[config.mk]
export PLATFORM = sky130hd
export DESIGN_NAME = page_frame_allocator_core
export DESIGN_NICKNAME = d
export VERILOG_FILES = /design/src/hw/rtl/pfa_pkg.sv /design/src/hw/rtl/page_frame_allocator_core.sv /design/src/hw/rtl/pfa_ram.sv /design/src/hw/rtl/pfa_dp.sv /design/src/hw/rtl/pfa_ctrl.sv
export SDC_FILE = /design/constraint.sdc
export NUM_CORES = 1
export LEC_CHECK = 0
export BUFFER_PORTS_ARGS = -buffer_cell sky130_fd_sc_hd__buf_2
export CAP_MARGIN = 20
export CORE_MARGIN = 5
export CORE_UTILIZATION = 55
export CTS_CLUSTER_DIAMETER = 60
export DETAILED_ROUTE_END_ITERATION = 6
export PLACE_DENSITY = 0.75
export SYNTH_ARGS = -nofsm -noshare
export SYNTH_HDL_FRONTEND = slang
export SYNTH_SLANG_ARGS = --single-unit
[constraint.sdc]
create_clock -name i_clk -period 2.9 [get_ports i_clk]
set_input_delay 0.29 -clock i_clk [delete_from_list [all_inputs] [get_ports i_clk]]
set_output_delay 0.29 -clock i_clk [all_outputs]
set_load 0.05 [all_outputs]
[src/hw/rtl/pfa_pkg.sv]
// Shared constants, command and status types for the page frame allocator.
package pfa_pkg;

    // Fixed field widths
    localparam int OWNER_W  = 8;
    localparam int BYTES_W  = 16;
    localparam int STATUS_W = 2;
    localparam int ADDR_W   = 10;
    localparam int COUNT_W  = 5;

    // Operation codes
    localparam logic FUNC_ALLOC = 1'b0;
    localparam logic FUNC_FREE  = 1'b1;

    // Result status codes
    localparam logic [STATUS_W-1:0] ST_OK         = 2'd0;
    localparam logic [STATUS_W-1:0] ST_TABLE_FULL = 2'd1;
    localparam logic [STATUS_W-1:0] ST_NO_PAGES   = 2'd2;
    localparam logic [STATUS_W-1:0] ST_NOT_FOUND  = 2'd3;

    // Datapath step codes, one per scan kind
    localparam logic [2:0] STEP_NONE  = 3'd0;
    localparam logic [2:0] STEP_SLOT  = 3'd1;  // look for first inactive slot
    localparam logic [2:0] STEP_COUNT = 3'd2;  // sum free page capacity
    localparam logic [2:0] STEP_GRANT = 3'd3;  // mark free pages for owner
    localparam logic [2:0] STEP_FPAGE = 3'd4;  // release pages of owner
    localparam logic [2:0] STEP_FSLOT = 3'd5;  // deactivate slots of owner

    // Controller to datapath
    typedef struct packed {
        logic                load;      // capture input word, clear scan state
        logic                clr;       // restart index and capacity sum
        logic [2:0]          step;
        logic                claim;     // take the slot found earlier
        logic                res_load;  // load the output register
        logic [STATUS_W-1:0] res_code;
    } t_cmd;

    // Datapath to controller
    typedef struct packed {
        logic slot_free;   // slot at index is inactive
        logic slot_last;   // index at last slot
        logic page_last;   // index at last page
        logic fits;        // nonzero request fits in free capacity
        logic need_more;   // granted capacity below request
        logic page_end;    // pipelined page scan done
        logic slot_end;    // pipelined slot scan done
        logic any_rel;     // at least one page released
        logic out_free;    // output register can take a word
    } t_sts;

endpackage

[src/hw/rtl/page_frame_allocator_core.sv]
// Top level of the first-fit page frame allocator.
//
//  channel  direction  handshake                  payload
//  in       sink       i_in_valid / o_in_ready    i_func, i_owner_id, i_request_bytes
//  out      source     o_out_valid / i_out_ready  o_status, o_page_address, o_page_count
//
// One word is worked at a time; the scan index of the datapath sets the time.
// Allocate: slot scan up to the first inactive slot, free capacity sum over all pages, check,
// grant scan to the last granted page, slot claim, result; a full table ends after the slot scan.
// Free: page scan, slot scan. Reset (synchronous, active low) frees all pages and slots.
// A result waits in the output register while the next word is taken; a stalled
// output only holds the controller once its next result is ready.
module page_frame_allocator_core #(
    parameter int PAGE_COUNT = 16,
    parameter int PAGE_BYTES = 64,
    parameter int SLOT_COUNT = 10
) (
    input  logic                          i_clk,
    input  logic                          i_rst_n,
    input  logic                          i_in_valid,
    output logic                          o_in_ready,
    input  logic                          i_func,
    input  logic [pfa_pkg::OWNER_W-1:0]   i_owner_id,
    input  logic [pfa_pkg::BYTES_W-1:0]   i_request_bytes,
    output logic                          o_out_valid,
    input  logic                          i_out_ready,
    output logic [pfa_pkg::STATUS_W-1:0]  o_status,
    output logic [pfa_pkg::ADDR_W-1:0]    o_page_address,
    output logic [pfa_pkg::COUNT_W-1:0]   o_page_count
);

    pfa_pkg::t_cmd cmd;
    pfa_pkg::t_sts sts;

    pfa_ctrl u_ctrl (
        .i_clk      (i_clk),
        .i_rst_n    (i_rst_n),
        .i_in_valid (i_in_valid),
        .i_func     (i_func),
        .o_in_ready (o_in_ready),
        .o_cmd      (cmd),
        .i_sts      (sts)
    );

    pfa_dp #(
        .PAGE_COUNT (PAGE_COUNT),
        .PAGE_BYTES (PAGE_BYTES),
        .SLOT_COUNT (SLOT_COUNT)
    ) u_dp (
        .i_clk           (i_clk),
        .i_rst_n         (i_rst_n),
        .i_func          (i_func),
        .i_owner_id      (i_owner_id),
        .i_request_bytes (i_request_bytes),
        .i_cmd           (cmd),
        .o_sts           (sts),
        .i_out_ready     (i_out_ready),
        .o_out_valid     (o_out_valid),
        .o_status        (o_status),
        .o_page_address  (o_page_address),
        .o_page_count    (o_page_count)
    );

endmodule

[src/hw/rtl/pfa_ram.sv]
// Generic single-write, single-read RAM with registered read data.
module pfa_ram #(
    parameter int WIDTH = 8,
    parameter int DEPTH = 16
) (
    input  logic                                        i_clk,
    input  logic                                        i_we,
    input  logic [((DEPTH > 1) ? $clog2(DEPTH) : 1)-1:0] i_waddr,
    input  logic [WIDTH-1:0]                            i_wdata,
    input  logic [((DEPTH > 1) ? $clog2(DEPTH) : 1)-1:0] i_raddr,
    output logic [WIDTH-1:0]                            o_rdata
);

    logic [WIDTH-1:0] r_mem [DEPTH];
    logic [WIDTH-1:0] r_rdata;

    always_ff @(posedge i_clk) begin
        if (i_we) begin
            r_mem[i_waddr] <= i_wdata;
        end
        r_rdata <= r_mem[i_raddr];
    end

    assign o_rdata = r_rdata;

endmodule

[src/hw/rtl/pfa_dp.sv]
// Datapath: page and slot tables, scan index, capacity sum and output register.
module pfa_dp #(
    parameter int PAGE_COUNT = 16,
    parameter int PAGE_BYTES = 64,
    parameter int SLOT_COUNT = 10
) (
    input  logic                           i_clk,
    input  logic                           i_rst_n,
    input  logic                           i_func,
    input  logic [pfa_pkg::OWNER_W-1:0]    i_owner_id,
    input  logic [pfa_pkg::BYTES_W-1:0]    i_request_bytes,
    input  pfa_pkg::t_cmd                  i_cmd,
    output pfa_pkg::t_sts                  o_sts,
    input  logic                           i_out_ready,
    output logic                           o_out_valid,
    output logic [pfa_pkg::STATUS_W-1:0]   o_status,
    output logic [pfa_pkg::ADDR_W-1:0]     o_page_address,
    output logic [pfa_pkg::COUNT_W-1:0]    o_page_count
);

    localparam int PW   = $clog2(PAGE_COUNT);
    localparam int SW   = (SLOT_COUNT > 1) ? $clog2(SLOT_COUNT) : 1;
    localparam int MAXN = (PAGE_COUNT > SLOT_COUNT) ? PAGE_COUNT : SLOT_COUNT;
    localparam int IW   = $clog2(MAXN + 1);
    localparam int CW   = $clog2(PAGE_COUNT + 1);
    localparam int ACCW = $clog2(PAGE_COUNT * PAGE_BYTES + 1);
    localparam int CMPW = (ACCW > pfa_pkg::BYTES_W) ? ACCW : pfa_pkg::BYTES_W;

    // Request word
    logic                         r_func;
    logic [pfa_pkg::OWNER_W-1:0]  r_owner;
    logic [pfa_pkg::BYTES_W-1:0]  r_bytes;

    // Scan state
    logic [IW-1:0]   r_idx;
    logic [ACCW-1:0] r_acc;
    logic [CW-1:0]   r_cnt;
    logic [PW-1:0]   r_last;
    logic [SW-1:0]   r_slot;

    // Tables kept in flops
    logic [PAGE_COUNT-1:0] r_page_used;
    logic [SLOT_COUNT-1:0] r_slot_active;

    // Output register
    logic                          r_out_valid;
    logic [pfa_pkg::STATUS_W-1:0]  r_status;
    logic [pfa_pkg::ADDR_W-1:0]    r_addr;
    logic [pfa_pkg::COUNT_W-1:0]   r_count;

    logic [IW-1:0]                idx_m1;
    logic [PW-1:0]                pg_i;
    logic [PW-1:0]                pg_e;
    logic [SW-1:0]                sl_i;
    logic [SW-1:0]                sl_e;
    logic                         need_more;
    logic                         grant_hit;
    logic                         pg_rel_hit;
    logic                         sl_rel_hit;
    logic                         out_free;
    logic [pfa_pkg::OWNER_W-1:0]  pg_rdata;
    logic [pfa_pkg::OWNER_W-1:0]  sl_rdata;
    logic [31:0]                  addr_prod;
    logic [31:0]                  cnt_wide;

    // Index decode: current entry and the one whose RAM data is back
    assign idx_m1 = r_idx - IW'(1);
    assign pg_i   = r_idx[PW-1:0];
    assign pg_e   = idx_m1[PW-1:0];
    assign sl_i   = r_idx[SW-1:0];
    assign sl_e   = idx_m1[SW-1:0];

    assign need_more  = CMPW'(r_acc) < CMPW'(r_bytes);
    assign grant_hit  = (i_cmd.step == pfa_pkg::STEP_GRANT) && !r_page_used[pg_i] && need_more;
    assign pg_rel_hit = (i_cmd.step == pfa_pkg::STEP_FPAGE) && (r_idx != '0)
                        && r_page_used[pg_e] && (pg_rdata == r_owner);
    assign sl_rel_hit = (i_cmd.step == pfa_pkg::STEP_FSLOT) && (r_idx != '0)
                        && r_slot_active[sl_e] && (sl_rdata == r_owner);
    assign out_free   = !r_out_valid || i_out_ready;

    // Owner tables
    pfa_ram #(
        .WIDTH (pfa_pkg::OWNER_W),
        .DEPTH (PAGE_COUNT)
    ) u_page_owner (
        .i_clk   (i_clk),
        .i_we    (grant_hit),
        .i_waddr (pg_i),
        .i_wdata (r_owner),
        .i_raddr (pg_i),
        .o_rdata (pg_rdata)
    );

    pfa_ram #(
        .WIDTH (pfa_pkg::OWNER_W),
        .DEPTH (SLOT_COUNT)
    ) u_slot_owner (
        .i_clk   (i_clk),
        .i_we    (i_cmd.claim),
        .i_waddr (r_slot),
        .i_wdata (r_owner),
        .i_raddr (sl_i),
        .o_rdata (sl_rdata)
    );

    // Status back to the controller
    always_comb begin
        o_sts.slot_free = !r_slot_active[sl_i];
        o_sts.slot_last = r_idx == IW'(SLOT_COUNT - 1);
        o_sts.page_last = r_idx == IW'(PAGE_COUNT - 1);
        o_sts.fits      = (r_bytes != '0) && !need_more;
        o_sts.need_more = need_more;
        o_sts.page_end  = r_idx == IW'(PAGE_COUNT);
        o_sts.slot_end  = r_idx == IW'(SLOT_COUNT);
        o_sts.any_rel   = r_cnt != '0;
        o_sts.out_free  = out_free;
    end

    // Result formatting
    assign addr_prod = 32'(r_last) * 32'(PAGE_BYTES);
    assign cnt_wide  = 32'(r_cnt);

    // Table bits and output valid
    always_ff @(posedge i_clk) begin
        if (!i_rst_n) begin
            r_page_used   <= '0;
            r_slot_active <= '0;
            r_out_valid   <= 1'b0;
        end else begin
            if (grant_hit) begin
                r_page_used[pg_i] <= 1'b1;
            end
            if (pg_rel_hit) begin
                r_page_used[pg_e] <= 1'b0;
            end
            if (i_cmd.claim) begin
                r_slot_active[r_slot] <= 1'b1;
            end
            if (sl_rel_hit) begin
                r_slot_active[sl_e] <= 1'b0;
            end
            if (i_cmd.res_load) begin
                r_out_valid <= 1'b1;
            end else if (i_out_ready) begin
                r_out_valid <= 1'b0;
            end
        end
    end

    // Request word, scan registers and result payload
    always_ff @(posedge i_clk) begin
        if (i_cmd.load) begin
            r_func  <= i_func;
            r_owner <= i_owner_id;
            r_bytes <= i_request_bytes;
            r_cnt   <= '0;
        end else if (grant_hit || pg_rel_hit) begin
            r_cnt <= r_cnt + CW'(1);
        end

        if (i_cmd.load || i_cmd.clr) begin
            r_idx <= '0;
            r_acc <= '0;
        end else begin
            if (i_cmd.step != pfa_pkg::STEP_NONE) begin
                r_idx <= r_idx + IW'(1);
            end
            if (((i_cmd.step == pfa_pkg::STEP_COUNT) && !r_page_used[pg_i]) || grant_hit) begin
                r_acc <= r_acc + ACCW'(PAGE_BYTES);
            end
        end

        if (grant_hit) begin
            r_last <= pg_i;
        end
        if ((i_cmd.step == pfa_pkg::STEP_SLOT) && !r_slot_active[sl_i]) begin
            r_slot <= sl_i;
        end

        if (i_cmd.res_load) begin
            r_status <= i_cmd.res_code;
            r_count  <= cnt_wide[pfa_pkg::COUNT_W-1:0];
            if ((i_cmd.res_code == pfa_pkg::ST_OK) && (r_func == pfa_pkg::FUNC_ALLOC)) begin
                r_addr <= addr_prod[pfa_pkg::ADDR_W-1:0];
            end else begin
                r_addr <= '0;
            end
        end
    end

    assign o_out_valid    = r_out_valid;
    assign o_status       = r_status;
    assign o_page_address = r_addr;
    assign o_page_count   = r_count;

    // Checks
    a_cnt_bound: assert property (@(posedge i_clk) disable iff (!i_rst_n)
        i_cmd.res_load |-> (32'(r_cnt) <= PAGE_COUNT))
        else $error("page count beyond table size");

    a_claim_sets: assert property (@(posedge i_clk) disable iff (!i_rst_n)
        i_cmd.claim |=> r_slot_active[$past(r_slot)])
        else $error("claimed slot not active");

    a_res_room: assert property (@(posedge i_clk) disable iff (!i_rst_n)
        i_cmd.res_load |-> out_free)
        else $error("result loaded over an untaken word");

    a_grant_done: assert property (@(posedge i_clk) disable iff (!i_rst_n)
        i_cmd.claim |-> (r_cnt != '0) && (r_bytes != '0))
        else $error("slot claimed without granted pages");

endmodule

[src/hw/rtl/pfa_ctrl.sv]
// Controller: sequences slot and page scans for allocate and free requests.
module pfa_ctrl (
    input  logic          i_clk,
    input  logic          i_rst_n,
    input  logic          i_in_valid,
    input  logic          i_func,
    output logic          o_in_ready,
    output pfa_pkg::t_cmd o_cmd,
    input  pfa_pkg::t_sts i_sts
);

    localparam logic [2:0] S_IDLE  = 3'd0;
    localparam logic [2:0] S_SLOT  = 3'd1;
    localparam logic [2:0] S_COUNT = 3'd2;
    localparam logic [2:0] S_CHECK = 3'd3;
    localparam logic [2:0] S_GRANT = 3'd4;
    localparam logic [2:0] S_FPAGE = 3'd5;
    localparam logic [2:0] S_FSLOT = 3'd6;
    localparam logic [2:0] S_RESP  = 3'd7;

    logic [2:0]                   r_state;
    logic [2:0]                   n_state;
    logic [pfa_pkg::STATUS_W-1:0] r_code;
    logic [pfa_pkg::STATUS_W-1:0] n_code;

    assign o_in_ready = (r_state == S_IDLE);

    // Next state and commands
    always_comb begin
        n_state        = r_state;
        n_code         = r_code;
        o_cmd.load     = 1'b0;
        o_cmd.clr      = 1'b0;
        o_cmd.step     = pfa_pkg::STEP_NONE;
        o_cmd.claim    = 1'b0;
        o_cmd.res_load = 1'b0;
        o_cmd.res_code = r_code;
        unique case (r_state)
            S_IDLE: begin
                if (i_in_valid) begin
                    o_cmd.load = 1'b1;
                    n_state    = (i_func == pfa_pkg::FUNC_FREE) ? S_FPAGE : S_SLOT;
                end
            end
            S_SLOT: begin
                o_cmd.step = pfa_pkg::STEP_SLOT;
                if (i_sts.slot_free) begin
                    o_cmd.clr = 1'b1;
                    n_state   = S_COUNT;
                end else if (i_sts.slot_last) begin
                    n_code  = pfa_pkg::ST_TABLE_FULL;
                    n_state = S_RESP;
                end
            end
            S_COUNT: begin
                o_cmd.step = pfa_pkg::STEP_COUNT;
                if (i_sts.page_last) begin
                    n_state = S_CHECK;
                end
            end
            S_CHECK: begin
                o_cmd.clr = 1'b1;
                if (i_sts.fits) begin
                    n_state = S_GRANT;
                end else begin
                    n_code  = pfa_pkg::ST_NO_PAGES;
                    n_state = S_RESP;
                end
            end
            S_GRANT: begin
                if (i_sts.need_more) begin
                    o_cmd.step = pfa_pkg::STEP_GRANT;
                end else begin
                    o_cmd.claim = 1'b1;
                    n_code      = pfa_pkg::ST_OK;
                    n_state     = S_RESP;
                end
            end
            S_FPAGE: begin
                o_cmd.step = pfa_pkg::STEP_FPAGE;
                if (i_sts.page_end) begin
                    o_cmd.clr = 1'b1;
                    n_state   = S_FSLOT;
                end
            end
            S_FSLOT: begin
                o_cmd.step = pfa_pkg::STEP_FSLOT;
                if (i_sts.slot_end) begin
                    n_code  = i_sts.any_rel ? pfa_pkg::ST_OK : pfa_pkg::ST_NOT_FOUND;
                    n_state = S_RESP;
                end
            end
            S_RESP: begin
                if (i_sts.out_free) begin
                    o_cmd.res_load = 1'b1;
                    n_state        = S_IDLE;
                end
            end
            default: begin
                n_state = S_IDLE;
            end
        endcase
    end

    always_ff @(posedge i_clk) begin
        if (!i_rst_n) begin
            r_state <= S_IDLE;
            r_code  <= pfa_pkg::ST_OK;
        end else begin
            r_state <= n_state;
            r_code  <= n_code;
        end
    end

    // Checks
    a_grant_from_check: assert property (@(posedge i_clk) disable iff (!i_rst_n)
        (r_state == S_GRANT) |-> ($past(r_state) == S_CHECK) || ($past(r_state) == S_GRANT))
        else $error("grant entered without capacity check");

    a_load_leaves_idle: assert property (@(posedge i_clk) disable iff (!i_rst_n)
        o_cmd.load |=> (r_state == S_SLOT) || (r_state == S_FPAGE))
        else $error("accepted word did not start a scan");

    a_resp_to_idle: assert property (@(posedge i_clk) disable iff (!i_rst_n)
        o_cmd.res_load |=> (r_state == S_IDLE))
        else $error("result loaded but controller not idle");

endmodule
# After elaboration in Yosys (flattened, before gate mapping)
# Memory sizes are Yosys's and may differ from the RTL's. A register that Yosys moved wholly into a read port is not among the register bits.
# Index checks and enable logic that the tools add are counted.
[totals] mem_count=2 mem_bits_rw=208 register_bits=103 out_inout_bits=19 in_bits=29 rom_bits=0 elab_cells=153 latch_bits=0
[classes] bitwise=7 addsub=4 mul=0 n_reduce_logical=33 shifts=0 magnitude_cmp=7 eq_ne=28 mux=55 div_mod_pow=0
[mem_list] memory="u_dp.u_page_owner.r_mem" depth=16 width=8 rd=1 rd_clocked_by_memory_dff=1 write_ports=1 line_no="pfa_ram.sv:14" rtl="logic [WIDTH-1:0] r_mem [DEPTH];"
[mem_list] memory="u_dp.u_slot_owner.r_mem" depth=10 width=8 rd=1 rd_clocked_by_memory_dff=1 write_ports=1 line_no="pfa_ram.sv:14"
[ops] op="16-bit two-way mux" count=3
[ops] op="10-bit two-way mux" count=3
[ops] op="3-bit two-way mux" count=9
[ops] op="3-bit one-hot mux with 8 select lines" count=1
[ops] op="1-bit two-way mux" count=21
[ops] op="3-bit equality test, second input constant" count=6
[ops] op="16-bit AND" count=1
[ops] op="1-bit binary-select mux with 4-bit select" count=4
[ops] op="8-bit equality test" count=2
[ops] op="11-bit by 16-bit less-than comparator with 1-bit output" count=1
[ops] op="2-bit two-way mux" count=8
[ops] op="16-bit NOT" count=1
[ops] op="16-bit bitwise OR" count=1
[ops] op="16-bit nonzero test" count=1
[ops] op="5-bit by 4-bit equality test with 1-bit output, second input constant" count=3
[ops] op="1-bit logical AND" count=15
[ops] op="4-bit by 5-bit less-than comparator with 1-bit output, second input constant" count=3
[ops] op="3-bit one-hot mux with 5 select lines" count=1
[ops] op="2-bit inequality test, second input constant" count=7
[ops] op="1-bit demux with 4-bit select" count=3
[ops] op="3-bit by 2-bit equality test with 1-bit output, second input constant" count=4
[ops] op="4-bit by 1-bit >= comparator with 1-bit output, second input constant" count=3
[ops] op="11-bit by 7-bit adder with 11-bit output, second input constant" count=1
[ops] op="5-bit by 1-bit adder with 5-bit output, second input constant" count=2
[ops] op="21 further kinds" count=30

# Logic depth before layout (Yosys ltp)
# Gate-level depths: netlist of run 1.
[logic_depth] ltp_word=10 ltp_mapped=13 depth_no_buf=10

# Cells and area by module
# A second synthesis of run 1 with hierarchy kept.
[unflattened] cells_unflattened=878 area_unflattened_um2=13386.6
[by_module_without_submodules] mod="pfa_ram (u_dp.u_page_owner)" area_each_um2=5147.4 seq_area_each_um2=4003.8 instances=1 cells_each=229
[by_module_without_submodules] mod="pfa_dp" area_each_um2=4374.2 seq_area_each_um2=2162.1 instances=1 cells_each=393
[by_module_without_submodules] mod="pfa_ram (u_dp.u_slot_owner)" area_each_um2=3402.0 seq_area_each_um2=2562.5 instances=1 cells_each=189
[by_module_without_submodules] mod="pfa_ctrl" area_each_um2=462.9 seq_area_each_um2=100.1 instances=1 cells_each=67

# Least setup slack after synthesis of run 1
# Ideal clock, no wire load.
[synth_path] kind="reg2reg" start="register u_dp.r_idx[1]" end="register u_dp.r_cnt[3]" path_stages_with_launch=12 setup_slack_ps=-146 arrival_ps=2974 path_cell_list="dfxtp_1 buf_4 clkbuf_1 inv_1 ha_1 clkbuf_1 mux4_2 and2_1 a21o_1 a211o_1 nand4_1 mux2i_1"
[synth_via] elab_chain_len=6 elab_cells_between_ends=13 cone_classes="add/sub: 1; mux: 4; reduce/logical: 8"
[synth_lines] item="start: declaration" line_no="pfa_dp.sv:35" rtl="logic [IW-1:0] r_idx;"
[synth_lines] item="start signal: assignment" line_no="pfa_dp.sv:166" rtl="r_idx <= r_idx + IW'(1);"
[synth_lines] item="4-bit by 1-bit subtractor with 4-bit output / 1-bit binary-select mux with 4-bit select (equally long branches)" line_no="pfa_dp.sv:67, pfa_dp.sv:74"
[synth_lines] item="1-bit binary-select mux with 4-bit select / 1-bit two-way mux (equally long branches)" line_no="pfa_dp.sv:76, pfa_dp.sv:74"
[synth_lines] item="1-bit two-way mux (implied by the code) / 1-bit logical NOT (equally long branches)" line_no="pfa_dp.sv:76, pfa_dp.sv:74"
[synth_lines] item="1-bit logical AND (on tied branches) (2 in a row)" line_no="pfa_dp.sv:76, pfa_dp.sv:74"
[synth_lines] item="1-bit logical OR *" line_no="pfa_dp.sv:157" rtl="end else if (grant_hit || pg_rel_hit) begin"
[synth_lines] item="end signal: assignment" line_no="pfa_dp.sv:158" rtl="r_cnt <= r_cnt + CW'(1);"
[synth_lines] item="end: declaration" line_no="pfa_dp.sv:37" rtl="logic [CW-1:0] r_cnt;"
# Every way passes the cells marked *; elsewhere a longest branch is shown, timed or not. The select of a mux whose other input is x is not followed.
# A chain may end at the register's enable or synchronous reset.

# Worst setup path after layout of run 1
[layout_path] start="register u_dp.r_bytes[7] in the netlist's numbering" end="memory u_dp.u_page_owner.r_mem[6][7], enable pin"
[layout_via] elab_chain_len=8
[layout_lines] item="start: declaration" line_no="pfa_dp.sv:32" rtl="logic [pfa_pkg::BYTES_W-1:0] r_bytes;"
[layout_lines] item="start signal: assignment" line_no="pfa_dp.sv:155" rtl="r_bytes <= i_request_bytes;"
[layout_lines] item="11-bit by 16-bit less-than comparator with 1-bit output *" line_no="pfa_dp.sv:73" rtl="assign need_more = CMPW'(r_acc) < CMPW'(r_bytes);"
[layout_lines] item="2-bit two-way mux" line_no="pfa_ctrl.sv:71" rtl="if (i_sts.need_more) begin"
[layout_lines] item="3-bit one-hot mux with 5 select lines" line_no="pfa_ctrl.sv:38" rtl="unique case (r_state)"
[layout_lines] item="3-bit by 2-bit equality test with 1-bit output" line_no="pfa_dp.sv:74" rtl="assign grant_hit = (i_cmd.step == pfa_pkg::STEP_GRANT) && !r_page_used[pg_i] && need_more;"
[layout_lines] item="1-bit logical AND" line_no="pfa_dp.sv:74"
[layout_lines] item="1-bit logical AND *" line_no="pfa_dp.sv:74"
[layout_lines] item="1-bit two-way mux *" line_no="pfa_ram.sv:18" rtl="if (i_we) begin"
[layout_lines] item="1-bit two-way mux (implied by the code) *" line_no="pfa_ram.sv:19" rtl="r_mem[i_waddr] <= i_wdata;"
[layout_lines] item="end: declaration" line_no="pfa_ram.sv:14"
# Every way passes the cells marked *; elsewhere a longest branch is shown, timed or not.

==> out/qor.txt, run 1 <==
CTS Root Cell: sky130_fd_sc_hd__clkbuf_16
PnR Total Power: 12.75 mW
sequential share of the synthesized area: 0.6851
synthesized-area fraction occupied by adder cells: 0.01554
most common cell after layout, fill and taps aside: sky130_fd_sc_hd__edfxtp_1
average instance area after synthesis: 16.89 um2
clk sink count: 315
worst hold stages: 3
RR Endpoint: u_dp.u_page_owner.r_mem[6][7]
areal power density over the cells: 845.4 nW/um2
Crit Path Category: register to register
Hold/Removal Path Class: input port to register
highest net fanout along the worst path: 8
HPWL reported at the end of detailed placement: 18.89 mm
worst min-delay path endpoint: u_dp.o_out_valid
Post-Synthesis Cell Area: 12890 um2
final period demand of the worst path: 2709 ps
Detailed Route WL: 29.04 mm
final hold violation count: 0
clock latency of the later-clocked register in the worst-skew pair: 550 ps
Worst Max-Slew Pin Slew: 879.2 ps
CTS tree: yes
# setup viols final: 0
number of synthesis warnings: 0
dominant combinational cell family by area after synthesis: multiplexers
via count of the first global-routing pass: 7709
post-synthesis xor/xnor area fraction: 0.01631
Slew headroom: 0.4127
floorplan die area: 26590 um2
flip-flop and latch count after synthesis: 315
vertical die dimension: 163.1 um
critical path startpoint category: register
DRC violation total after the first TritonRoute iteration: 764
Initial Utilization: 0.5539
category of the worst setup path capture point: register
post-layout instance area: 15080 um2
Post-synth ARST share: 0
Synth Flop Type: sky130_fd_sc_hd__edfxtp_1
arrival time of data at the critical path endpoint: 2920 ps
Worst Min Path Start: i_out_ready
worst vdd ir: 0.6211 mV
Max Clk Rate: 369.2 MHz
compound-gate portion of the synthesized area: 0.05680
number of buffers between clock root and the deepest sink: 3
number of enable-type register cells in the synthesized netlist: 252
Cells after Synth: 763
area post-placement: 13750 um2
simple-gate share of the synthesized area: 0.06680
ANT cells: 0
unrepaired setup endpoints after global routing: false
Slew Limit Fails: 0
first-pass GRT wire length: 44.94 mm
residual antenna-violating net count after detailed routing: 0
signed area change from the synthesized netlist to the final layout: 17.00%
Wirelength per Cell: 23.71 um
total CTS buffers: 31
Layout Utilization: 0.6481
fraction of layout instances using a drive strength above 1: 0.2792
post-synthesis cell type count: 62
H-Tree Depth: 1
setup_tns: 0 ps
largest net degree at the start of global routing: 34
commonest cells after routing, fill and taps aside: sky130_fd_sc_hd__edfxtp_1, sky130_fd_sc_hd__mux4_2, sky130_fd_sc_hd__dfxtp_1, sky130_fd_sc_hd__buf_4, sky130_fd_sc_hd__buf_2
floorplan die width: 163.1 um
number of optimization iterations in the first detailed-route pass: 5
Worst Reg-to-Reg Cells: 9
clock slew seen by the registers of the worst setup and hold paths: 60 ps
antenna violations before repair: 0
number of buffer cells added on primary ports: 41
period utilization: 0.9341
internal reg-to-reg setup slack: 190 ps
via total after detailed routing: 7475
final setup skew: 9.798 ps
leak pwr: 5.302 nW
Post-Route Hold Slack: 90.37 ps
weighted congestion at the end of routability-driven global placement: 0.8981
portion of netlist area occupied by mux cells: 0.1354
Max Cap Violations: 0
reg-to-reg critical path startpoint: u_dp.r_bytes[7]
global-route usage over all layers: 0.2208
FP Rows: 56
data required time at the worst endpoint: 3110 ps
net count reported at finish: 927
Core ar.: 23260 um2
via density per instance: 6.102
Ports: 48
status: finished, final reports clean
grt total ovfl: 0
Remaining DRCs: 0
[per-layer routing]
| layer | vias up | track usage | part of all wire |
|---|---|---|---|
| met2 | 324 | 0.3791 | 0.50 |
| met4 | 0 | 0.05642 | 0.028 |
| met3 | 74 | 0.03735 | 0.073 |
| li1 | 3237 | - | - |
| met5 | - | 0 | 0 |
| met1 | 3840 | 0.2976 | 0.39 |
[through the flow]
step	cells	setup WS, ps
2_1_floorplan	768	19.31
3_3_place_gp	1143	163.7
3_5_place_dp	1143	48.03
4_1_cts	1225	173.5
5_1_grt	1225	22.52
6_report	1225	191.2
[where the power goes]
part	internal [mW]	switching, mW
clock network	2.45	1.64
registers	5.39	0.306
logic	1.26	1.69
total	9.10	3.64
[cell usage after synthesis, types with 9 or more instances]
master / n / area (um2)
sky130_fd_sc_hd__dfxtp_1: 63 / 1261
sky130_fd_sc_hd__buf_2: 14 / 70.07
sky130_fd_sc_hd__and3_1: 10 / 62.56
sky130_fd_sc_hd__mux2i_1: 19 / 190.2
sky130_fd_sc_hd__clkbuf_1: 19 / 71.32
sky130_fd_sc_hd__a21oi_1: 20 / 100.1
sky130_fd_sc_hd__and2_1: 19 / 118.9
sky130_fd_sc_hd__ha_1: 16 / 200.2
sky130_fd_sc_hd__nor2_1: 36 / 135.1
sky130_fd_sc_hd__edfxtp_1: 252 / 7567
sky130_fd_sc_hd__xor2_1: 21 / 183.9
sky130_fd_sc_hd__nand3_1: 11 / 55.05
sky130_fd_sc_hd__inv_1: 24 / 90.09
sky130_fd_sc_hd__mux4_2: 68 / 1531
sky130_fd_sc_hd__a211oi_1: 14 / 105.1
sky130_fd_sc_hd__o221a_2: 10 / 112.6
sky130_fd_sc_hd__o211a_1: 9 / 90.09
sky130_fd_sc_hd__nand2_1: 28 / 105.1
[state kept, by name (all words and copies together), names as in the netlist, 8 cells and up]
signal	flops
u_dp.u_page_owner.r_mem	128
u_dp.u_slot_owner.r_mem	80
u_dp.r_bytes	16
u_dp.r_page_used	16
u_dp.r_slot_active	10
u_dp.r_owner	8
u_dp.u_page_owner.o_rdata	8
u_dp.u_slot_owner.o_rdata	8
[cells by family (layout without fill, tap and decap cells)]
logic type	count (synthesis)	count (layout)
buf+inv	67	205
simple gates	156	156
other cells	1	6
compound gates	95	95
fa+ha+maj	16	16
xor+xnor	24	24
flops	315	315
mux	89	89
[repair_timing]
action                                 CTS  global route
resized for setup                        1             3
endpoints found under the hold margin   25             0
setup endpoints to repair               15            17
setup buffers                            0             0
hold buffers                            25             0
[layout make-up]
cell class	count	area, um2
flip-flops and latches	315	8833
fillers	1611	8185
multi-input cells	386	3782
clock buffers	42	908.4
repair buffers	124	903.4
well taps	319	399.1
clock inverters	15	160.2
inverters	24	90.09
[how the worst max path moves through the flow]
stage	slack, ps	depth (start not counted)	start	end
after floorplan	20	11	u_dp.r_idx[1]	u_dp.r_cnt[3]
after global placement	160	9	u_dp.r_bytes[7]	u_dp.u_page_owner.r_mem[7][2]
after detailed placement	50	9	u_dp.r_bytes[7]	u_dp.u_page_owner.r_mem[7][7]
after CTS	170	9	u_dp.r_bytes[7]	u_dp.u_page_owner.r_mem[7][7]
after global routing	20	11	u_dp.r_bytes[7]	u_dp.u_page_owner.r_mem[15][3]
final	190	9	u_dp.r_bytes[7]	u_dp.u_page_owner.r_mem[6][7]
[worst max-delay path: stages, from the launching register on]
cell and delay (ps):
sky130_fd_sc_hd__edfxtp_1 400, sky130_fd_sc_hd__inv_1 100, sky130_fd_sc_hd__ha_1 250, sky130_fd_sc_hd__a21o_1 170, sky130_fd_sc_hd__a41oi_1 210, sky130_fd_sc_hd__o21ai_2 100, sky130_fd_sc_hd__a21oi_2 330, sky130_fd_sc_hd__nor4b_2 260
sky130_fd_sc_hd__buf_4 180, sky130_fd_sc_hd__and2_1 350
No activity file was read; power rests on OpenSTA's default activity.
==> run 2, diff against run 1 <==
--- a/config.mk
+++ b/config.mk
@@ -8,10 +8,11 @@
 export BUFFER_PORTS_ARGS = -buffer_cell sky130_fd_sc_hd__buf_2
 export CAP_MARGIN = 20
 export CORE_MARGIN = 5
-export CORE_UTILIZATION = 55
+export CORE_UTILIZATION = 54
 export CTS_CLUSTER_DIAMETER = 60
 export DETAILED_ROUTE_END_ITERATION = 6
-export PLACE_DENSITY = 0.75
+export PLACE_DENSITY = 0.74
 export SYNTH_ARGS = -nofsm -noshare
 export SYNTH_HDL_FRONTEND = slang
+export SYNTH_HIERARCHICAL = 1
 export SYNTH_SLANG_ARGS = --single-unit
==> run 2 against run 1 <==
Effect of this change: the run now ends with negative setup slack left; sequential power rose by 3%; clock skew rose by 15 ps; setup slack worse by 700 ps; hold slack improved by 96 ps; sequential cell count unchanged; synthesized area increased by 3.9%; critical path depth grew 6; sequential share of layout area decreased by 5.0 points; die area grew 5.5%; core utilization rose by 2.7 points; critical endpoint is now u_dp/u_page_owner/r_mem[0][3]; largest power group unchanged.
==> out/qor.txt, run 2 <==
worst hold stages: 3 (unchanged)
# setup viols final: 244 (+244)
sw frac: 0.3222 (+0.03629)
internal reg-to-reg setup slack: -510 ps (-700 ps)
Post-synth ARST share: 0 (unchanged)
H-Tree Depth: 2 (+1)
Post-Synthesis Cell Area: 13390 um2 (+3.9%)
total CTS buffers: 34 (+9.7%)
Crit Path Category: register to register
Core ar.: 24390 um2 (+4.9%)
vertical die dimension: 167.5 um (+2.7%)
total internal power: 9.569 mW (+5.1%)
sequential share of the synthesized area: 0.6595 (-0.02561)
top area cells in the synthesized netlist: sky130_fd_sc_hd__edfxtp_1, sky130_fd_sc_hd__dfxtp_1, sky130_fd_sc_hd__mux4_2, sky130_fd_sc_hd__mux4_1, sky130_fd_sc_hd__mux2i_1
Slew headroom: 0.4414 (+0.02867)
final setup skew: 24.83 ps (+15.03 ps)
area leader, netlist: sky130_fd_sc_hd__edfxtp_1
FP Rows: 57 (+1.8%)
final period demand of the worst path: 3410 ps (+701.1 ps)
clock slew seen by the registers of the worst setup and hold paths: 60 ps (about the same)
number of buffers between clock root and the deepest sink: 3 (unchanged)
sw power: 4.548 mW (+25%)
status: finished, violations left
clk sink count: 315 (unchanged)
Detailed Route WL: 30.21 mm (+4.0%)
Max Clk Rate: 293.3 MHz (-21%)
floorplan die width: 167.5 um (+2.7%)
Flop pwr share: 0.415 (-0.032)
number of synthesis warnings: 6 (+6)
reg-to-reg critical path startpoint: u_dp/r_bytes[7]
Post-Route Hold Slack: 186.1 ps (+95.73 ps)
clock latency of the later-clocked register in the worst-skew pair: 520 ps (-30 ps)
flip-flop and latch count after synthesis: 315 (unchanged)
DRC violation total after the first TritonRoute iteration: 688 (-9.9%)
post-layout instance count excluding filler cells: 1396 (+14%)
arrival time of data at the critical path endpoint: 3640 ps (+720 ps)
CTS tree: yes
Worst Max-Slew Pin Slew: 838.0 ps (-41.19 ps)
ANT cells: 0 (unchanged)
data required time at the worst endpoint: 3130 ps (+20 ps)
worst vdd ir: 0.6006 mV (-3.3%)
critical path startpoint category: register
fraction of layout instances using a drive strength above 1: 0.3116 (+0.03232)
grt total ovfl: 0 (unchanged)
CTS Root Cell: sky130_fd_sc_hd__clkbuf_16
worst min-delay path endpoint: u_dp/o_out_valid
final worst-path setup slack: -509.9 ps (-701.1 ps)
via total after detailed routing: 8250 (+10%)
cell with the most instances after synthesis: sky130_fd_sc_hd__edfxtp_1
Worst Reg-to-Reg Cells: 15 (+6)
Hold/Removal Path Class: input port to register
category of the worst setup path capture point: register
share of total power in combinational logic: 0.297 (+0.065)
max reg flops: 128 (unchanged)
Synth Flop Type: sky130_fd_sc_hd__edfxtp_1
first-pass GRT wire length: 46.04 mm (+2.4%)
HPWL reported at the end of detailed placement: 18.39 mm (-2.7%)
Ports: 48 (unchanged)
final hold violation count: 0 (unchanged)
Worst Min Path Start: i_out_ready
highest net fanout along the worst path: 8 (unchanged)
period utilization: 1.176 (+0.2418)
global-route usage over all layers: 0.2112 (-0.009600)
signed area change from the synthesized netlist to the final layout: 23.05%
via count of the first global-routing pass: 8173 (+6.0%)
floorplan die area: 28040 um2 (+5.5%)
clock share of power: 0.288 (-0.034)
Max Cap Violations: 0 (unchanged)
unrepaired setup endpoints after global routing: true
via density per instance: 5.910 (-3.2%)
commonest cells after routing, fill and taps aside: sky130_fd_sc_hd__edfxtp_1, sky130_fd_sc_hd__buf_4, sky130_fd_sc_hd__dfxtp_1, sky130_fd_sc_hd__nand2_1, sky130_fd_sc_hd__buf_2
average instance area after synthesis: 15.25 um2 (-9.7%)
net count reported at finish: 1090 (+18%)
RR Endpoint: u_dp/u_page_owner/r_mem[0][3]
areal power density over the cells: 857.0 nW/um2 (+1.4%)
Wirelength per Cell: 21.64 um (-8.7%)
antenna violations before repair: 0 (unchanged)
post-synthesis cell type count: 71 (+15%)
number of optimization iterations in the first detailed-route pass: 7 (+2)
number of buffer cells added on primary ports: 41 (unchanged)
leading post-synthesis cells by instance count: sky130_fd_sc_hd__edfxtp_1, sky130_fd_sc_hd__dfxtp_1, sky130_fd_sc_hd__nor2_1
number of enable-type register cells in the synthesized netlist: 252 (unchanged)
Remaining DRCs: 0 (unchanged)
Placed Instances: 1297 (+13%)
weighted congestion at the end of routability-driven global placement: 0.9051 (+0.78%)
most common cell after layout, fill and taps aside: sky130_fd_sc_hd__edfxtp_1
Cells after Synth: 878 (+15%)
leak pwr: 5.699 nW (+7.5%)
largest net degree at the start of global routing: 75 (+120%)
Initial Utilization: 0.5488 (-0.005112)
failing checks: negative setup slack
Regs by FF count: u_dp/u_page_owner/r_mem (128), u_dp/u_slot_owner/r_mem (80)
share of the synthesized area in the top cell type: 0.5653 (-0.02196)
residual antenna-violating net count after detailed routing: 0 (unchanged)
register with the highest flop count: u_dp/u_page_owner/r_mem
Slew Limit Fails: 0 (unchanged)
[run 2: worst max path at each step]
stage               startpoint  slack (ps)  cells after the start                       endpoint
3_5_place_dp   u_dp/r_bytes[7]        -600                     15  u_dp/u_page_owner/r_mem[0][2]
4_1_cts        u_dp/r_bytes[7]        -490                     15  u_dp/u_page_owner/r_mem[0][3]
2_1_floorplan  u_dp/r_bytes[7]        -680                     15  u_dp/u_page_owner/r_mem[0][0]
3_3_place_gp   u_dp/r_bytes[4]        -530                     10  u_dp/u_slot_owner/r_mem[0][6]
5_1_grt        u_dp/r_bytes[4]        -600                     14                  u_dp/r_cnt[3]
6_report       u_dp/r_bytes[7]        -510                     15  u_dp/u_page_owner/r_mem[0][3]
[run 2: worst max-delay path, stage by stage, from the launching register on]
cell                       delay, ps
sky130_fd_sc_hd__edfxtp_1        410
sky130_fd_sc_hd__inv_2           100
sky130_fd_sc_hd__ha_4            210
sky130_fd_sc_hd__a21oi_4         150
sky130_fd_sc_hd__o41ai_4         100
sky130_fd_sc_hd__a221o_2         380
sky130_fd_sc_hd__nand2_4          70
sky130_fd_sc_hd__a21oi_2          60
sky130_fd_sc_hd__nor2_2          110
sky130_fd_sc_hd__nand2b_1         90
sky130_fd_sc_hd__a311o_2         350
sky130_fd_sc_hd__a21oi_4         160
sky130_fd_sc_hd__and2_4          170
sky130_fd_sc_hd__or3b_4          430
sky130_fd_sc_hd__nor3_4          170
sky130_fd_sc_hd__buf_12          150
[run 2: kinds of logic (layout without fill, tap and decap cells)]
family | after synthesis | count (layout) | synth area share
buffers and inverters | 67 | 255 | 0.03206
DFF | 315 | 315 | 0.6595
adders and majority gates | 15 | 15 | 0.01402
muxes | 99 | 99 | 0.1179
xor gates and xnor gates | 25 | 25 | 0.01636
other | 1 | 6 | 0.0002801
AOI/OAI and AO/OA | 141 | 141 | 0.07749
and+or+nand+nor | 215 | 216 | 0.08244
[run 2: metrics by stage]
stage / util / area, um2 / worst slack (ps) / total power, mW / TNS, ps
floorplan: - / 13610 / -681.0 / 8.603 / -89000
global placement: 0.6048 / 14750 / -533.0 / 9.716 / -93270
detailed placement: 0.6048 / 14750 / -604.4 / 9.781 / -110570
CTS: 0.6667 / 16260 / -485.8 / 13.97 / -86940
global route: 0.6753 / 16470 / -604.3 / 14.75 / -111970
finish: 0.6753 / 16470 / -509.9 / 14.12 / -89410
[run 2: power groups by stage]
stage               sequential, mW  clock, mW  combinational [mW]
detailed placement            5.91          0                3.87
CTS                           5.83       4.14                4.01
global route                  5.88       4.38                4.48
floorplan                     5.96          0                2.64
global placement              5.90          0                3.81
finish                        5.86       4.07                4.19
[run 2: layout make-up]
type	instances	area, um2
inverters	20	75.07
multi-input cells	502	4581
repair buffers	173	1523
well taps	324	405.4
fillers	1636	7919
clock buffers	48	923.4
flip-flops and latches	315	8833
clock inverters	14	131.4
[run 2: per-layer routing]
metal,vias up,GRT usage,wire length (um)
li1,3767,-,-
met4,0,0.06351,791
met3,58,0.03748,2149
met1,4084,0.2895,12360
met2,341,0.3498,14910
met5,-,0,0
[run 2: timing repair]
item                       4_1_cts  5_1_grt
gates cloned                     1        0
gates resized for setup         20       46
buffers inserted                10        1
hold endpoints to repair        25        0
setup endpoints to repair      253      254
pin swaps                       14       25
hold buffers                    25        0
==> run 3, diff against run 2 <==
--- a/config.mk
+++ b/config.mk
@@ -8,10 +8,9 @@
 export BUFFER_PORTS_ARGS = -buffer_cell sky130_fd_sc_hd__buf_2
 export CAP_MARGIN = 20
 export CORE_MARGIN = 5
-export CORE_UTILIZATION = 54
+export CORE_UTILIZATION = 28
 export CTS_CLUSTER_DIAMETER = 60
 export DETAILED_ROUTE_END_ITERATION = 6
-export PLACE_DENSITY = 0.74
 export SYNTH_ARGS = -nofsm -noshare
 export SYNTH_HDL_FRONTEND = slang
 export SYNTH_HIERARCHICAL = 1
==> run 3 against run 2 <==
Effect of this change: the run still ends with negative setup slack left; combinational power fell by 2%; sequential share of layout area fell by 1.2 points; power rose by 1.2%; critical path type unchanged; highest routed layer unchanged.
==> out/qor.txt, run 3 (synthesis results as in run 2) <==
status: finished, violations left
failing checks: negative setup slack
via total after detailed routing: 7973 (-3.4%)
most common cell after layout, fill and taps aside: sky130_fd_sc_hd__edfxtp_1
Remaining DRCs: 0 (unchanged)
via density per instance: 4.732 (-20%)
unrepaired setup endpoints after global routing: true
areal power density over the cells: 848.0 nW/um2 (-1.1%)
clk sink count: 315 (unchanged)
FP Rows: 80 (+40%)
Crit Path Category: register to register
floorplan die width: 228.7 um (+37%)
Wirelength per Cell: 18.16 um (-16%)
Max Clk Rate: 291.5 MHz (-0.61%)
PnR Total Power: 14.28 mW (+1.2%)
grt total ovfl: 0 (unchanged)
vertical die dimension: 228.7 um (+37%)
clock slew seen by the registers of the worst setup and hold paths: 60 ps (about the same)
number of buffer cells added on primary ports: 41 (unchanged)
largest net degree at the start of global routing: 47 (-37%)
weighted congestion at the end of routability-driven global placement: 0.8218 (-9.2%)
highest net fanout along the worst path: 8 (unchanged)
max reg flops: 128 (unchanged)
Worst Max-Slew Pin Slew: 906.6 ps (+68.62 ps)
data required time at the worst endpoint: 3130 ps (about the same)
Ports: 48 (unchanged)
cells along the critical path: inv_2 > ha_4 > a21oi_4 > o41ai_2 > a221o_2 > nand2_4 > a21oi_2 > nor2_2 > nand2b_1 > a311o_2 > a21oi_4 > and2_4 > or3b_4 > nor3_4 > buf_12
register with the highest flop count: u_dp/u_page_owner/r_mem
Core ar.: 47550 um2 (+95%)
antenna violations before repair: 0 (unchanged)
arrival time of data at the critical path endpoint: 3660 ps (+20 ps)
Regs by FF count: u_dp/u_page_owner/r_mem (128), u_dp/u_slot_owner/r_mem (80)
Worst Reg-to-Reg Cells: 15 (unchanged)
Critical Path Max Stage Delay: 450 ps (+20 ps)
HPWL reported at the end of detailed placement: 19.77 mm (+7.5%)
sum of buffers and inverters on the critical path: 2 (unchanged)
area post-placement: 15170 um2 (+2.9%)
Fillers: 4468 (+170%)
number of buffers between clock root and the deepest sink: 3 (unchanged)
via count of the first global-routing pass: 7969 (-2.5%)
family with the most delay on the worst path: simple AND/OR/NAND/NOR gates
setup_tns: -79110 ps (+10300 ps)
signed area change from the synthesized netlist to the final layout: 25.80%
first-pass GRT wire length: 47.25 mm (+2.6%)
Initial Utilization: 0.2816 (-0.2673)
residual antenna-violating net count after detailed routing: 0 (unchanged)
Slew Limit Fails: 0 (unchanged)
Max Cap Violations: 0 (unchanged)
Hold/Removal Path Class: input port to register
stages on the worst setup path: 15 (unchanged)
CTS tree: yes
final period demand of the worst path: 3431 ps (+20.86 ps)
number of optimization iterations in the first detailed-route pass: 5 (-2)
final worst-path setup slack: -530.8 ps (-20.86 ps)
global-route usage over all layers: 0.1139 (-0.09725)
clock latency of the later-clocked register in the worst-skew pair: 510 ps (about the same)
commonest cells after routing, fill and taps aside: sky130_fd_sc_hd__edfxtp_1, sky130_fd_sc_hd__buf_4, sky130_fd_sc_hd__dfxtp_1, sky130_fd_sc_hd__nand2_1, sky130_fd_sc_hd__buf_2
Post-Place Worst Slack: -633.1 ps (-28.65 ps)
final hold violation count: 0 (unchanged)
net count reported at finish: 1087 (-0.28%)
category of the worst setup path capture point: register
fraction of layout instances using a drive strength above 1: 0.2956 (-0.01596)
leak pwr: 5.694 nW (about the same)
total CTS buffers: 34 (unchanged)
# setup viols final: 246 (+0.82%)
Detailed Route WL: 30.61 mm (+1.3%)
H-Tree Depth: 2 (unchanged)
critical path startpoint category: register
period utilization: 1.183 (+0.007194)
post-layout instance area: 16840 um2 (+2.2%)
CTS Root Cell: sky130_fd_sc_hd__clkbuf_16
Slew headroom: 0.3934 (-0.04798)
DRC violation total after the first TritonRoute iteration: 614 (-11%)
final setup skew: 13.96 ps (-10.86 ps)
cell at the slowest stage of the critical path: sky130_fd_sc_hd__or3b_4
floorplan die area: 52280 um2 (+86%)
most frequent cell on the critical path: sky130_fd_sc_hd__a21oi_4
worst vdd ir: 0.5206 mV (-13%)
worst hold stages: 3 (unchanged)
run 3: cell count changes in the layout (fill, tap and decap cells not counted), moves of 5 or more:
cell,change
sky130_fd_sc_hd__buf_6,-7
sky130_fd_sc_hd__a211oi_1,+5
sky130_fd_sc_hd__a211oi_2,-5
sky130_fd_sc_hd__buf_12,+5
sky130_fd_sc_hd__clkinv_2,-5
sky130_fd_sc_hd__o21ai_0,+5
run 3: per-layer routing:
layer	wire (um)	part of all wire	track usage	up-vias
met5	0	0	0	-
met4	544	0.018	0.02779	0
met3	1519	0.050	0.01702	46
met2	14670	0.48	0.1842	197
met1	13880	0.45	0.1625	3982
li1	-	-	-	3748
run 3: worst paths after layout:
| check | slack (ps) | startpoint | end |
|---|---|---|---|
| max | -530 | u_dp/r_bytes[7] | u_dp/u_page_owner/r_mem[0][6] |
| min | 140 | i_out_ready | u_dp/o_out_valid |
| max reg2reg | -530 | u_dp/r_bytes[7] | u_dp/u_page_owner/r_mem[0][6] |
| min reg2reg | 460 | u_ctrl/r_code[1] | u_dp/o_status[1] |
run 3: cell type report:
class / instances / area [um2] / area share
flip-flops and latches: 315 / 8833 / 0.5246
multi-input cells: 502 / 4479 / 0.2660
repair buffers: 170 / 1536 / 0.09124
clock buffers: 48 / 943.4 / 0.05602
well taps: 615 / 769.5 / 0.04569
clock inverters: 14 / 200.2 / 0.01189
inverters: 20 / 75.07 / 0.004458
diodes: 1 / 2.502 / 0.0001486
run 3: timing repair:
action,in CTS,in global routing
endpoints found under the setup margin,253,257
setup buffers,8,3
pin swaps,20,14
cloned,1,0
endpoints found under the hold margin,25,0
hold buffers,25,0
resized for setup,27,5
run 3: tightest hold or removal path, delay by kind of cell:
kind                   cells  cell delay (ps)
AOI/OAI and AO/OA          1               80
buffers and inverters      1               70
and+or+nand+nor            1              160
run 3: stage by stage:
step	util	instances	hold WS, ps
3_3_place_gp	0.3192	1586	454.6
4_1_cts	0.3531	1681	128.9
6_report	0.3542	1685	141.3
3_5_place_dp	0.3192	1586	456.2
2_1_floorplan	-	883	388.9
5_1_grt	0.3541	1684	171.1
run 3: report_power, final:
group / internal (mW) / switching (mW) / total [mW]
clock: 2.65 / 1.72 / 4.37
sequential: 5.50 / 0.317 / 5.82
combinational: 1.68 / 2.41 / 4.09
total: 9.83 / 4.45 / 14.3
